$ cat config.mk
export PLATFORM = sky130hd
export DESIGN_NAME = lnau_front
export DESIGN_NICKNAME = d
export VERILOG_FILES = /design/src/hw/rtl/lnau_pkg.sv /design/src/hw/rtl/lnau_front.sv
export SDC_FILE = /design/constraint.sdc
export NUM_CORES = 1
export LEC_CHECK = 0
export BUFFER_PORTS_ARGS = -buffer_cell sky130_fd_sc_hd__buf_2
export CORE_MARGIN = 2
export CORE_UTILIZATION = 55
export DETAILED_ROUTE_END_ITERATION = 12
export PLACE_DENSITY = 0.92
export REMOVE_ABC_BUFFERS = 1
export SYNTH_ARGS = -nofsm -noshare
export SYNTH_HDL_FRONTEND = slang
export SYNTH_SLANG_ARGS = --single-unit
$ cat constraint.sdc
create_clock -name clk -period 3.79 [get_ports clk]
set_clock_uncertainty 0.1 [all_clocks]
set_input_delay 0.379 -clock clk [delete_from_list [all_inputs] [get_ports clk]]
set_output_delay 0.379 -clock clk [all_outputs]
set_load 0.05 [all_outputs]
$ cat src/hw/rtl/lnau_pkg.sv
// Types and constants shared by the neuron array update unit.
`default_nettype none
package lnau_pkg;

    localparam logic [1:0] OP_INJECT = 2'd0;
    localparam logic [1:0] OP_UPDATE = 2'd1;
    localparam logic [1:0] OP_NOISE  = 2'd2;

    localparam logic [2:0] CFG_REST      = 3'd0;
    localparam logic [2:0] CFG_RESET     = 3'd1;
    localparam logic [2:0] CFG_THRESHOLD = 3'd2;
    localparam logic [2:0] CFG_MEM_DECAY = 3'd3;
    localparam logic [2:0] CFG_SYN_DECAY = 3'd4;
    localparam logic [2:0] CFG_REFRACT   = 3'd5;
    localparam logic [2:0] CFG_COUNT     = 3'd6;
    localparam logic [2:0] CFG_SEED      = 3'd7;

    localparam logic signed [15:0] REST_RESET      = -16'sd16640;
    localparam logic signed [15:0] RESET_RESET     = -16'sd16640;
    localparam logic signed [15:0] THRESHOLD_RESET = -16'sd12800;
    localparam logic [15:0]        MEM_DECAY_RESET = 16'd62333;
    localparam logic [15:0]        SYN_DECAY_RESET = 16'd53656;
    localparam logic [7:0]         REFRACT_RESET   = 8'd2;
    localparam logic [12:0]        COUNT_RESET     = 13'd4096;
    localparam logic [31:0]        SEED_RESET      = 32'd2463534242;

    localparam logic [15:0] NOISE_AMOUNT = 16'd461;

    typedef struct packed {
        logic [1:0]         opcode;
        logic [11:0]        neuron_index;
        logic signed [15:0] current;
    } in_item_t;

    typedef struct packed {
        logic [11:0]        neuron_index_out;
        logic               spiked;
        logic signed [15:0] membrane_out;
        logic               status;
    } out_item_t;

    typedef struct packed {
        logic signed [15:0] rest;
        logic signed [15:0] reset_v;
        logic signed [15:0] threshold;
        logic [15:0]        mem_decay;
        logic [15:0]        syn_decay;
        logic [7:0]         refract;
        logic [12:0]        count;
    } cfg_t;

    typedef struct packed {
        logic [1:0]         opcode;
        logic [11:0]        neuron_index;
        logic signed [15:0] current;
        logic [31:0]        gen;
        logic               ignored;
    } q_item_t;

    function automatic logic [31:0] xorshift32(input logic [31:0] g);
        logic [31:0] a;
        logic [31:0] b;
        a = g ^ (g << 13);
        b = a ^ (a >> 17);
        return b ^ (b << 5);
    endfunction

endpackage
`default_nettype wire

$ cat src/hw/rtl/lnau_front.sv
// Front end: configuration registers, noise generator, input accept and classify.
`default_nettype none
module lnau_front #(
    parameter int MAX_NEURONS = 4096
) (
    input  wire logic               clk,
    input  wire logic               rst_n,
    input  wire logic               in_valid,
    output logic                    in_ready,
    input  wire lnau_pkg::in_item_t in_data,
    input  wire logic               cfg_valid,
    input  wire logic [2:0]         cfg_index,
    input  wire logic [31:0]        cfg_data,
    input  wire logic               clearing,
    input  wire logic               q_ready,
    output logic                    q_valid,
    output lnau_pkg::q_item_t       q_data,
    output lnau_pkg::cfg_t          cfg
);

    logic signed [15:0] rest_reg;
    logic signed [15:0] reset_reg;
    logic signed [15:0] threshold_reg;
    logic [15:0]        mem_decay_reg;
    logic [15:0]        syn_decay_reg;
    logic [7:0]         refract_reg;
    logic [12:0]        count_reg;
    logic [31:0]        gen_reg;
    logic [31:0]        gen_next;
    logic [12:0]        count_eff;
    logic               accept;
    logic               out_of_range;

    assign count_eff = (32'(count_reg) > 32'(MAX_NEURONS)) ? 13'(MAX_NEURONS) : count_reg;
    assign in_ready  = !clearing && q_ready;
    assign accept    = in_valid && in_ready;
    assign gen_next  = lnau_pkg::xorshift32(gen_reg);
    assign out_of_range = {1'b0, in_data.neuron_index} >= count_eff;

    always_comb
    begin
        q_valid              = accept;
        q_data.opcode        = in_data.opcode;
        q_data.neuron_index  = in_data.neuron_index;
        q_data.current       = in_data.current;
        q_data.gen           = gen_next;
        unique case (in_data.opcode)
            lnau_pkg::OP_INJECT: q_data.ignored = out_of_range;
            lnau_pkg::OP_UPDATE: q_data.ignored = out_of_range;
            lnau_pkg::OP_NOISE:  q_data.ignored = (count_eff == 13'd0);
            default:             q_data.ignored = 1'b1;
        endcase
    end

    always_comb
    begin
        cfg.rest      = rest_reg;
        cfg.reset_v   = reset_reg;
        cfg.threshold = threshold_reg;
        cfg.mem_decay = mem_decay_reg;
        cfg.syn_decay = syn_decay_reg;
        cfg.refract   = refract_reg;
        cfg.count     = count_eff;
    end

    always_ff @(posedge clk or negedge rst_n)
    begin
        if (!rst_n)
        begin
            rest_reg      <= lnau_pkg::REST_RESET;
            reset_reg     <= lnau_pkg::RESET_RESET;
            threshold_reg <= lnau_pkg::THRESHOLD_RESET;
            mem_decay_reg <= lnau_pkg::MEM_DECAY_RESET;
            syn_decay_reg <= lnau_pkg::SYN_DECAY_RESET;
            refract_reg   <= lnau_pkg::REFRACT_RESET;
            count_reg     <= lnau_pkg::COUNT_RESET;
            gen_reg       <= lnau_pkg::SEED_RESET;
        end
        else
        begin
            if (cfg_valid)
            begin
                unique case (cfg_index)
                    lnau_pkg::CFG_REST:      rest_reg      <= cfg_data[15:0];
                    lnau_pkg::CFG_RESET:     reset_reg     <= cfg_data[15:0];
                    lnau_pkg::CFG_THRESHOLD: threshold_reg <= cfg_data[15:0];
                    lnau_pkg::CFG_MEM_DECAY: mem_decay_reg <= cfg_data[15:0];
                    lnau_pkg::CFG_SYN_DECAY: syn_decay_reg <= cfg_data[15:0];
                    lnau_pkg::CFG_REFRACT:   refract_reg   <= cfg_data[7:0];
                    lnau_pkg::CFG_COUNT:     count_reg     <= cfg_data[12:0];
                    lnau_pkg::CFG_SEED:      gen_reg       <= cfg_data;
                    default:                 rest_reg      <= rest_reg;
                endcase
            end
            else if (accept && in_data.opcode == lnau_pkg::OP_NOISE)
            begin
                gen_reg <= gen_next;
            end
        end
    end

endmodule
`default_nettype wire

==> metrics.txt <==
Core ar. 0.0125 mm^2; asr flop ratio synth 100%; #FFs+latches synth 133; register area 0.00340 mm^2; Die ar. 0.0136 mm^2; fin crit period roughly 3.0 ns; setup TNS 0 ns; post-CTS setup buffers 0; Post-DP HPWL 12500 um; RSZ-0062 raised after global routing false; DR WL/cell approximately 19 um; most used cell, CP a21oi_1; final period utilization 78.6%; top cells by area, synth dfrtp_1 28%, dfstp_2 20%, mux2_2 16%; Rows between 40 and 50; first-pass GRT wire length 26100 um; CP Cell Sequence inv_1 > nand2_1 > ha_1 > a21oi_1 > o21ai_0 > a2111oi_0 > a21oi_1 > buf_2; Area Overhead vs Synth 21.6%; CP max stage delay 0.59 ns; ys flop type dfrtp_1; Die X roughly 120 um; CP Launch Type flip-flop; drt initial violations 221; commonest non-fill, non-tap cell in the layout buf_2; Hold Fails Final Rpt 0; Worst-Skew Late Latency 0.41 ns; placed cell areas 0.00786 mm^2; Vias per Instance 5.40; CTS tree done; post-synth top area share 28.4%; total CTS buffers 17; synth unique cells 50; WL final 17400 um; Placer Congestion 0.852; sequential area share after synthesis 48.9%; CP top delay family compound AO/OA/AOI/OAI gates; CP arrival between 2 and 3 ns; Post-Route Utilization between 60% and 70%; Diodes inserted 0; Synth area leader dfrtp_1; worst endpoint required time 3.31 ns; Worst setup EP type output port; highest-delay cell along the critical path dfstp_2; Clock transition at path regs 0.06 ns; layout cells sized above 1 57.8%; Synth Instances 554; GR Util All Layers between 20% and 30%; # port buffers 204; via count 4926; Fillers between 800 and 900; Synth warnings 0; worst rel slew slack a little under two fifths; CTS sink cnt 133; max FFs per register 32; H-Tree Depth 4; vias in the first global route 4969; crit-path max FO 12; most frequent cells in the layout 203 x buf_2, 101 x mux2_2, 79 x dfrtp_1; Design Area, Final 0.00845 mm^2; fin cells 913; ANT nets after route 0; drt pass-1 iters 4; global route overflow 0; Residual DRC 0; Starting Density approximately 56%; number of buffers and inverters on the critical path 2; chip height 116 um; Top-Level Pins 237; worst-margin pin slew 0.928 ns; post_cts resized 0; number of synthesized flops with an enable pin 0; Cell Area, Synth between 0.006 and 0.007 mm^2; Clock Root Buffer clkbuf_16; area of the multi-input gates 0.00309 mm^2; fmax 0.336 GHz; Setup CP Type reg2out; Final #Nets 811; Post-CTS Hold Fix Bufs 1; max_cap viols 0; initial antenna violation count 0; Avg Inst Size Synth 12.5 um^2; final setup vio count 0; status completed; dpl cells 880; Hold Crit Class in2reg; largest net degree at the start of global routing 64; CTS max path bufs 2; final slew viol count 0
tightest hold or removal path: stages:
cell     delay, ns
buf_2         0.08
mux2i_1       0.05
a21oi_1       0.12
cell families after synthesis:
| group | synth area share [%] |
|---|---|
| flip-flops | 48.9 |
| multiplexers | 19.5 |
| AND/OR/NAND/NOR | 6.70 |
| buffers and inverters | 6.61 |
| adder cells (fa/ha/maj) | 2.16 |
| XOR/XNOR | 11.3 |
| AO/OA/AOI/OAI | 4.88 |
cell usage after synthesis, types with 2 or more instances:
cell type	instances
o31ai_1	2
o21ai_0	5
nor2b_1	5
xnor2_4	2
xnor2_1	21
inv_1	18
mux2_2	101
o22ai_1	9
nor3_1	3
xor2_2	4
nor3b_1	2
nor3b_2	2
nand4b_1	2
and2_1	2
buf_2	12
a21oi_1	35
clkbuf_1	5
xor2_1	18
nand2_1	17
buf_4	38
buf_6	2
ha_1	12
dfrtp_1	79
nand3_1	6
xnor2_2	11
nor4_1	2
dfstp_2	54
nand4_1	2
mux2i_1	22
xnor3_1	4
nor2_1	38
through the flow:
step	setup WS [ns]	hold WS, ns
floorplan	0.782	-0.0166
global placement	1.28	0.379
detailed placement	1.27	0.391
CTS	0.817	0.160
global route	0.680	0.171
finish	0.813	0.168
per-layer routing:
| metal | GRT usage (%) | up-vias | part of all wire (%) |
|---|---|---|---|
| met5 | 2.59 | - | 0.29 |
| met3 | 7.06 | 32 | 6.9 |
| li1 | - | 2227 | - |
| met1 | 31.3 | 2458 | 40 |
| met4 | 10.3 | 2 | 2.2 |
| met2 | 44.0 | 207 | 51 |
layout make-up:
cell class | instances | area share, %
Timing Repair Buffer | 213 | 12.9
Multi-Input combinational cell | 345 | 36.6
Clock buffer | 20 | 5.40
Sequential cell | 133 | 40.2
Inverter | 18 | 0.799
Clock inverter | 12 | 1.54
Tap cell | 172 | 2.55
final timing paths:
kind	from	depth (start not counted)	slack, ns	endpoint
max in group asynchronous	rst_n	3	2.08	gen_reg[17]
worst max-delay path	count_reg[12]	8	0.81	q_data[0]
worst min register to register	reset_reg[5]	1	0.40	reset_reg[5]
worst min-delay path	cfg_data[27]	3	0.17	gen_reg[27]
worst max register to register	gen_reg[10]	5	2.00	gen_reg[6]
min in group asynchronous	rst_n	2	0.48	mem_decay_reg[11]
Power is left out: the tool's default activity adds up to more than one toggle a clock period on the data nets, which glitch-free logic cannot reach.
