**config.mk**
```make
export PLATFORM = sky130hd
export DESIGN_NAME = lnau_fifo
export DESIGN_NICKNAME = d
export VERILOG_FILES = /design/src/hw/rtl/lnau_pkg.sv /design/src/hw/rtl/lnau_fifo.sv
export SDC_FILE = /design/constraint.sdc
export NUM_CORES = 1
export LEC_CHECK = 0
export ABC_AREA = 0
export BUFFER_PORTS_ARGS = -buffer_cell sky130_fd_sc_hd__buf_2
export CORE_MARGIN = 2
export CORE_UTILIZATION = 56
export DETAILED_ROUTE_END_ITERATION = 16
export GPL_ROUTABILITY_DRIVEN = 0
export PLACE_DENSITY_LB_ADDON = 0.12
export REMOVE_ABC_BUFFERS = 1
export SYNTH_ARGS = -nofsm -noshare
export SYNTH_HDL_FRONTEND = slang
export SYNTH_SLANG_ARGS = --single-unit
```
**constraint.sdc**
```tcl
create_clock -name clk -period 10.73 [get_ports clk]
set_clock_uncertainty 0.05 [all_clocks]
set_input_delay 1.073 -clock clk [delete_from_list [all_inputs] [get_ports clk]]
set_output_delay 1.073 -clock clk [all_outputs]
set_load 0.01 [all_outputs]
```
**src/hw/rtl/lnau_pkg.sv**
```systemverilog
// Types and constants shared by the neuron array update unit.
`default_nettype none
package lnau_pkg;

    localparam logic [1:0] OP_INJECT = 2'd0;
    localparam logic [1:0] OP_UPDATE = 2'd1;
    localparam logic [1:0] OP_NOISE  = 2'd2;

    localparam logic [2:0] CFG_REST      = 3'd0;
    localparam logic [2:0] CFG_RESET     = 3'd1;
    localparam logic [2:0] CFG_THRESHOLD = 3'd2;
    localparam logic [2:0] CFG_MEM_DECAY = 3'd3;
    localparam logic [2:0] CFG_SYN_DECAY = 3'd4;
    localparam logic [2:0] CFG_REFRACT   = 3'd5;
    localparam logic [2:0] CFG_COUNT     = 3'd6;
    localparam logic [2:0] CFG_SEED      = 3'd7;

    localparam logic signed [15:0] REST_RESET      = -16'sd16640;
    localparam logic signed [15:0] RESET_RESET     = -16'sd16640;
    localparam logic signed [15:0] THRESHOLD_RESET = -16'sd12800;
    localparam logic [15:0]        MEM_DECAY_RESET = 16'd62333;
    localparam logic [15:0]        SYN_DECAY_RESET = 16'd53656;
    localparam logic [7:0]         REFRACT_RESET   = 8'd2;
    localparam logic [12:0]        COUNT_RESET     = 13'd4096;
    localparam logic [31:0]        SEED_RESET      = 32'd2463534242;

    localparam logic [15:0] NOISE_AMOUNT = 16'd461;

    typedef struct packed {
        logic [1:0]         opcode;
        logic [11:0]        neuron_index;
        logic signed [15:0] current;
    } in_item_t;

    typedef struct packed {
        logic [11:0]        neuron_index_out;
        logic               spiked;
        logic signed [15:0] membrane_out;
        logic               status;
    } out_item_t;

    typedef struct packed {
        logic signed [15:0] rest;
        logic signed [15:0] reset_v;
        logic signed [15:0] threshold;
        logic [15:0]        mem_decay;
        logic [15:0]        syn_decay;
        logic [7:0]         refract;
        logic [12:0]        count;
    } cfg_t;

    typedef struct packed {
        logic [1:0]         opcode;
        logic [11:0]        neuron_index;
        logic signed [15:0] current;
        logic [31:0]        gen;
        logic               ignored;
    } q_item_t;

    function automatic logic [31:0] xorshift32(input logic [31:0] g);
        logic [31:0] a;
        logic [31:0] b;
        a = g ^ (g << 13);
        b = a ^ (a >> 17);
        return b ^ (b << 5);
    endfunction

endpackage
`default_nettype wire

```
**src/hw/rtl/lnau_fifo.sv**
```systemverilog
// Two-entry queue between the front end and the back end.
`default_nettype none
module lnau_fifo (
    input  wire logic              clk,
    input  wire logic              rst_n,
    input  wire logic              push,
    output logic                   push_ready,
    input  wire lnau_pkg::q_item_t push_data,
    input  wire logic              pop,
    output logic                   pop_valid,
    output lnau_pkg::q_item_t      pop_data
);

    lnau_pkg::q_item_t slot_reg [2];
    logic       wr_ptr_reg;
    logic       rd_ptr_reg;
    logic [1:0] fill_reg;

    assign push_ready = (fill_reg != 2'd2);
    assign pop_valid  = (fill_reg != 2'd0);
    assign pop_data   = slot_reg[rd_ptr_reg];

    always_ff @(posedge clk)
    begin
        if (push && push_ready)
        begin
            slot_reg[wr_ptr_reg] <= push_data;
        end
    end

    always_ff @(posedge clk or negedge rst_n)
    begin
        if (!rst_n)
        begin
            wr_ptr_reg <= 1'b0;
            rd_ptr_reg <= 1'b0;
            fill_reg   <= 2'd0;
        end
        else
        begin
            if (push && push_ready)
            begin
                wr_ptr_reg <= !wr_ptr_reg;
            end
            if (pop && pop_valid)
            begin
                rd_ptr_reg <= !rd_ptr_reg;
            end
            fill_reg <= fill_reg + 2'(push && push_ready) - 2'(pop && pop_valid);
        end
    end

endmodule
`default_nettype wire

```
==> flow_summary.json, run 1 <==
{
  "status": "finished clean",
  "hold_class": "primary input to async pin",
  "synth_warnings": 0,
  "cts_tree": "built",
  "yosysTopAreaCell": "edfxtp_1",
  "worst-setup-path-type": "register to output port",
  "leakagePower_nw": 2.34,
  "ys_types": 18,
  "clock_latency_ns": 0.49,
  "h-tree-depth": 4,
  "die_w_um": 96.3,
  "grt_pass1_vias": 2497,
  "slew_headroom_pct": 54.0,
  "cap_violations": 0,
  "synth.cell_area_um2": 4770,
  "cp.arrival_ns": 2.23,
  "cpPeakStageDelay_ns": 0.61,
  "antennaDiodeCount": 0,
  "peakVddDrop_uv": 232,
  "r2r_start": "fill_reg[0]",
  "power_mw": 1.79,
  "wl_per_cell_um": 17.1,
  "coreArea_um2": 8220,
  "first_pass_iters": 4,
  "grtUsageMet1_pct": 21.4,
  "clockBufferDepth": 2,
  "drc": 0,
  "drive_above_1_share_pct": 61.4,
  "synth_xor_area_share_pct": 0.551,
  "drv_slew": 0,
  "wirelength_um": 8230,
  "nets": 432,
  "grt_pass1_wl_um": 12100,
  "ctsHoldBuffers": 0,
  "area_delta_synth_final_pct": 29.2,
  "cts_setup_buffers": 0,
  "timing.rr.end": "slot_reg[0][2]",
  "met3_usage_pct": 7.91,
  "tritoncts.num_buffers": 17,
  "io_pins": 132,
  "timing.final.crit_share_pct": 31.3,
  "crit_required_ns": 9.61,
  "rr_worst_depth": 4,
  "initial_utilization_pct": 58.0,
  "critPathCaptureType": "output port",
  "tightest_slew_ns": 0.690,
  "vias": 2453,
  "yosysSeqAreaShare_pct": 81.5,
  "rsz0062_at_grt": "no",
  "grt_overflow": 0,
  "fmax_mhz": 298,
  "dp_worst_setup_slack_ns": 7.86,
  "clock-sinks": 130,
  "grt-busiest-layer": "met2",
  "drt-initial-drc-count": 78,
  "die_h_um": 96.3,
  "synth_seq_cells": 130,
  "postSynthAreaPerCell_um2": 21.9,
  "synth_compound_area_share_pct": 0.499,
  "grt_use_met2_pct": 31.3,
  "dp.cells": 450,
  "largest_register_ffs": 126,
  "via_per_inst": 5.10,
  "syn_inst": 218,
  "clkTransAtPathRegs_ns": 0.06,
  "slowest_stage": "buf_4",
  "timing.final.ws_setup_ns": 7.37,
  "min_period_ns": 3.36,
  "fin_setup_tns_ns": 0,
  "cts_root_buffer": "clkbuf_8",
  "yosys.area_share.simple_pct": 1.26,
  "setup_viol": 0,
  "holdWs_ns": 0.322,
  "dpl.hpwl_um": 5160,
  "synth_fa_ha_area_share_pct": 0.263,
  "std_cell_rows": 33,
  "path_cells": "buf_4 -> mux2_2 -> buf_2",
  "die_area_um2": 9260,
  "io_buffer_count": 131,
  "worst-path-buf-inv": 2,
  "crit_path_start_kind": "register",
  "grt_max_degree": 52,
  "postRouteAntennaNets": 0,
  "synth_top_cell_area_share_pct": 79.4,
  "hold_viol": 0,
  "synthMuxAreaShare_pct": 14.9,
  "reg2reg_slack_ns": 8.59,
  "stdcell_count": 481,
  "ys_top_cells_by_area": "edfxtp_1 (79%), mux2_2 (15%), dfrtp_1 (2.1%), buf_4 (0.95%), xnor2_1 (0.55%)",
  "antenna_found_initial": 0,
  "track_usage_pct": 18.5,
  "synth_top_family_by_area": "multiplexers",
  "worstPathMaxFanout": 51,
  "p_per_area_nw_per_um2": 291,
  "cts_resized": 0,
  "cpLargestDelayFamily": "buffers and inverters"
}
[cells by family after synthesis]
family,Yosys count
adders and majority gates,1
xor gates and xnor gates,3
buffers and inverters,7
and+or+nand+nor,11
DFF,130
AOI/OAI and AO/OA,3
muxes,63
[through the flow]
step | area [µm²] | utilization [%]
finish | 6160 | 75.0
global route | 6160 | 75.0
CTS | 6160 | 75.0
detailed placement | 5530 | 67.4
global placement | 5530 | 67.4
floorplan | 4720 | -
[power by group]
part / leakage (nW) / internal (mW) / total (mW) / switching (mW)
clock network: 0.296 / 0.399 / 0.601 / 0.202
logic: 0.825 / 0.212 / 0.455 / 0.242
registers: 1.22 / 0.696 / 0.735 / 0.0389
[how the worst max path moves through the flow]
stage          startpoint             end  slack, ns  cells past startpoint
6_report       rd_ptr_reg    pop_data[21]       7.37                      3
5_1_grt        rd_ptr_reg    pop_data[33]       7.23                      3
4_1_cts        rd_ptr_reg    pop_data[15]       7.32                      3
3_5_place_dp   rd_ptr_reg    pop_data[15]       7.86                      3
3_3_place_gp   rd_ptr_reg    pop_data[15]       7.85                      3
2_1_floorplan        push  slot_reg[0][0]       6.41                      2
[cell usage after synthesis]
cell	n
a311oi_1	1
and3_2	1
buf_2	1
buf_4	6
dfrtp_1	4
edfxtp_1	126
ha_1	1
mux2_2	63
nand2_1	2
nand2b_1	1
nand3_1	1
nor2_1	3
nor2b_1	1
nor4bb_1	1
o21ai_0	1
o21ba_2	1
or2_2	1
xnor2_1	3
[worst register-to-register path, delay by kind of cell, from the launching register on]
family                 cells  cell delay, ns
buffers and inverters      1            0.62
flip-flops                 1            0.42
AND/OR/NAND/NOR            3            0.64
[placed cells by master (no fill, tap or decap)]
master / instances
clkinv_1: 2
dfrtp_2: 1
o21ba_2: 1
or2_2: 1
buf_2: 131
clkinv_2: 1
nand2b_1: 1
a311oi_1: 1
edfxtp_1: 126
ha_1: 1
clkinvlp_4: 3
nor2_4: 1
clkbuf_16: 16
o21ai_0: 1
clkinv_4: 1
xnor2_1: 3
inv_6: 2
nand3_1: 1
clkbuf_8: 1
nor2b_1: 1
and3_2: 1
buf_4: 3
bufinv_16: 5
mux2_2: 63
dfrtp_1: 3
nand2_1: 2
nor2_1: 2
nor4bb_1: 1
[layer usage]
metal	part of all wire (%)	wire, µm
met3	7.1	583
met5	0	0
met1	39	3250
met2	53	4350
met4	0.60	49
[layout make-up]
class                      instances  area [µm²]
multi-input combinational         81         840
clock buffer                      17         414
fill                             516        2060
sequential                       130        3880
clock inverter                    14         211
tap                              105         131
timing repair buffer             134         678
Power figures use the tool's default switching activity.
==> run 2, diff against run 1 <==
- ABC_AREA: 0 -> 1
- CORE_UTILIZATION: 56 -> 47
- clock period: 10.73 -> 2.8 ns (I/O delays scaled with it)
==> run 2 against run 1 <==
Effect of this change:
- core utilization is 8.5 points lower
- global-route usage is 0.93 points lower
- flip-flop and latch count stayed put
- via count is 31% higher
- clock power grew to 3.1 times the previous value
- count of clock-buffer cells in the layout is 3 higher
- cell area is 9.5% higher
- routed wire length is 16% higher
- non-clock buffer count is 66 higher
- area after synthesis is 1.5% higher
- final cell count is 48% higher
==> flow_summary.json, run 2 <==
{
  "cp.arrival_ns": 1.85,
  "critPathCaptureType": "output port",
  "status": "finished clean",
  "yosysMostFrequentCell": "nand2_1",
  "via_per_inst": 4.50,
  "antennaDiodeCount": 0,
  "hold_viol": 0,
  "netlist_top_cells_count": "nand2_1 (196), edfxtp_1 (126), buf_6 (6), inv_1 (6), buf_2 (5)",
  "cpPeakStageDelay_ns": 0.58,
  "clock-sinks": 130,
  "grt_pass1_wl_um": 14600,
  "grt_max_degree": 65,
  "reg2reg_slack_ns": 1.13,
  "cts_root_buffer": "clkbuf_8",
  "drc": 0,
  "rsz0062_at_grt": "no",
  "clkTransAtPathRegs_ns": 0.05,
  "cap_violations": 0,
  "synth_seq_cells": 130,
  "cts_resized": 0,
  "fin_setup_tns_ns": 0,
  "wl_per_cell_um": 13.4,
  "coreArea_um2": 10100,
  "yosysSeqAreaShare_pct": 80.3,
  "grt_overflow": 0,
  "yosysTopAreaCell": "edfxtp_1",
  "postRouteAntennaNets": 0,
  "nFillCells": 761,
  "crit_top_cell": "nand2_1",
  "area_delta_synth_final_pct": 39.4,
  "netSwitchingFraction_pct": 32.7,
  "peakVddDrop_uv": 604,
  "synth.cell_area_um2": 4840,
  "mostFrequentLayoutCell": "nand2_1",
  "min_period_ns": 2.18,
  "p_int_mw": 4.51,
  "grt_pass1_vias": 3109,
  "clockBufferDepth": 2,
  "die_area_um2": 11100,
  "antenna_found_initial": 0,
  "setup_viol": 0,
  "synth_top_cell_area_share_pct": 78.2,
  "io_pins": 132,
  "postSynthAreaPerCell_um2": 13.4,
  "final_util_pct": 66.5,
  "drt-initial-drc-count": 189,
  "crit_required_ns": 2.47,
  "fmax_mhz": 459,
  "synth_edf_count": 126,
  "p_sw_mw": 2.19,
  "first_pass_iters": 4,
  "drv_slew": 0,
  "dpl.hpwl_um": 5250,
  "vias": 3205,
  "h-tree-depth": 4,
  "drive_above_1_share_pct": 28.4,
  "path_cells": "buf_4 -> nand2_1 -> nand2_1 -> buf_2",
  "track_usage_pct": 17.5,
  "hold_class": "primary input to register",
  "r2r_start": "fill_reg[1]",
  "tritoncts.num_buffers": 17,
  "leakagePower_nw": 2.92,
  "worstPathMaxFanout": 63,
  "ys_types": 17,
  "ys_top_cells_by_area": "edfxtp_1 (78%), nand2_1 (15%), dfrtp_1 (2.1%), buf_6 (1.4%), buf_2 (0.52%)",
  "slew_headroom_pct": 53.8,
  "slowest_stage": "buf_4",
  "io_buffer_count": 131,
  "worst-setup-path-type": "register to output port",
  "clkPwrFrac_pct": 27.4,
  "wirelength_um": 9560,
  "cts_tree": "built",
  "async_reset_ff_share_pct": 3.08,
  "nets": 634,
  "die_h_um": 105,
  "startpoint": "rd_ptr_reg",
  "clock_latency_ns": 0.50,
  "std_cell_rows": 37,
  "crit_path_start_kind": "register",
  "largest_register_ffs": 126,
  "timing.final.crit_share_pct": 77.8,
  "p_per_area_nw_per_um2": 994,
  "synth_warnings": 0,
  "hp-start": "push",
  "seqPwrFrac_pct": 41.5,
  "initial_utilization_pct": 47.7,
  "layout_common_cells": "nand2_1 (196), buf_2 (131), edfxtp_1 (126), dlygate4sd3_1 (64), clkbuf_16 (16)",
  "die_w_um": 105,
  "syn_inst": 360,
  "power_mw": 6.70,
  "tightest_slew_ns": 0.693,
  "ys.flop_type": "edfxtp_1",
  "p_comb_share_pct": 31.1
}
[run 2: stage by stage]
stage / hold slack, ns / instances / setup WS [ns] / instance area [µm²]
after detailed placement: 0.0411 / 619 / 1.13 / 5610
after global routing: 0.0627 / 713 / 0.457 / 6740
final: 0.0547 / 713 / 0.623 / 6740
after floorplan: -0.0656 / 347 / -0.998 / 4730
after global placement: 0.0430 / 619 / 1.14 / 5610
after CTS: 0.0132 / 713 / 0.571 / 6740
[run 2: worst paths after layout]
check	to	depth (start not counted)
worst max-delay path	pop_data[47]	4
min in group asynchronous	fill_reg[1]	2
worst min register to register	fill_reg[0]	1
worst max register to register	slot_reg[0][31]	4
worst min-delay path	wr_ptr_reg	3
max in group asynchronous	rd_ptr_reg	2
[run 2: power by group through the flow]
| stage | clock, mW | sequential [mW] | combinational (mW) |
|---|---|---|---|
| floorplan | 0 | 2.90 | 1.08 |
| global placement | 0 | 2.80 | 2.01 |
| detailed placement | 0 | 2.81 | 2.04 |
| CTS | 1.88 | 2.78 | 2.12 |
| global route | 1.96 | 2.82 | 2.32 |
| finish | 1.84 | 2.78 | 2.09 |
[run 2: cells by family after synthesis]
logic type               count (synthesis)  share of synthesized area [%]
AO/OA/AOI/OAI                            2                          0.207
adder cells (fa/ha/maj)                  1                          0.259
flip-flops                             130                           80.3
AND/OR/NAND/NOR                        205                           16.1
buffers and inverters                   21                           2.95
XOR/XNOR                                 1                          0.181
[run 2: layout make-up]
type | count | area, µm² | share of cell area (%)
Multi-Input combinational cell | 209 | 823 | 12.2
Sequential cell | 130 | 3880 | 57.6
Inverter | 8 | 35.0 | 0.520
Clock buffer | 20 | 425 | 6.31
Clock inverter | 10 | 70.1 | 1.04
Tap cell | 136 | 170 | 2.52
Timing Repair Buffer | 200 | 1330 | 19.8
[run 2: timing repair]
| item | CTS | global route |
|---|---|---|
| setup buffers | 0 | 0 |
| hold buffers | 64 | 0 |
| endpoints found under the hold margin | 130 | 0 |
[run 2: critical path: cells and delay by family, from the launching register on]
family,cells,cell delay [ns]
flops,1,0.39
simple gates,2,0.23
buf+inv,2,0.72
[run 2: layer usage]
layer,vias up,global-route usage [%],share of wire (%)
met1,1473,21.2,44
met3,11,4.95,5.2
li1,1619,-,-
met5,-,0,0
met2,102,29.7,50
met4,0,6.95,1.2
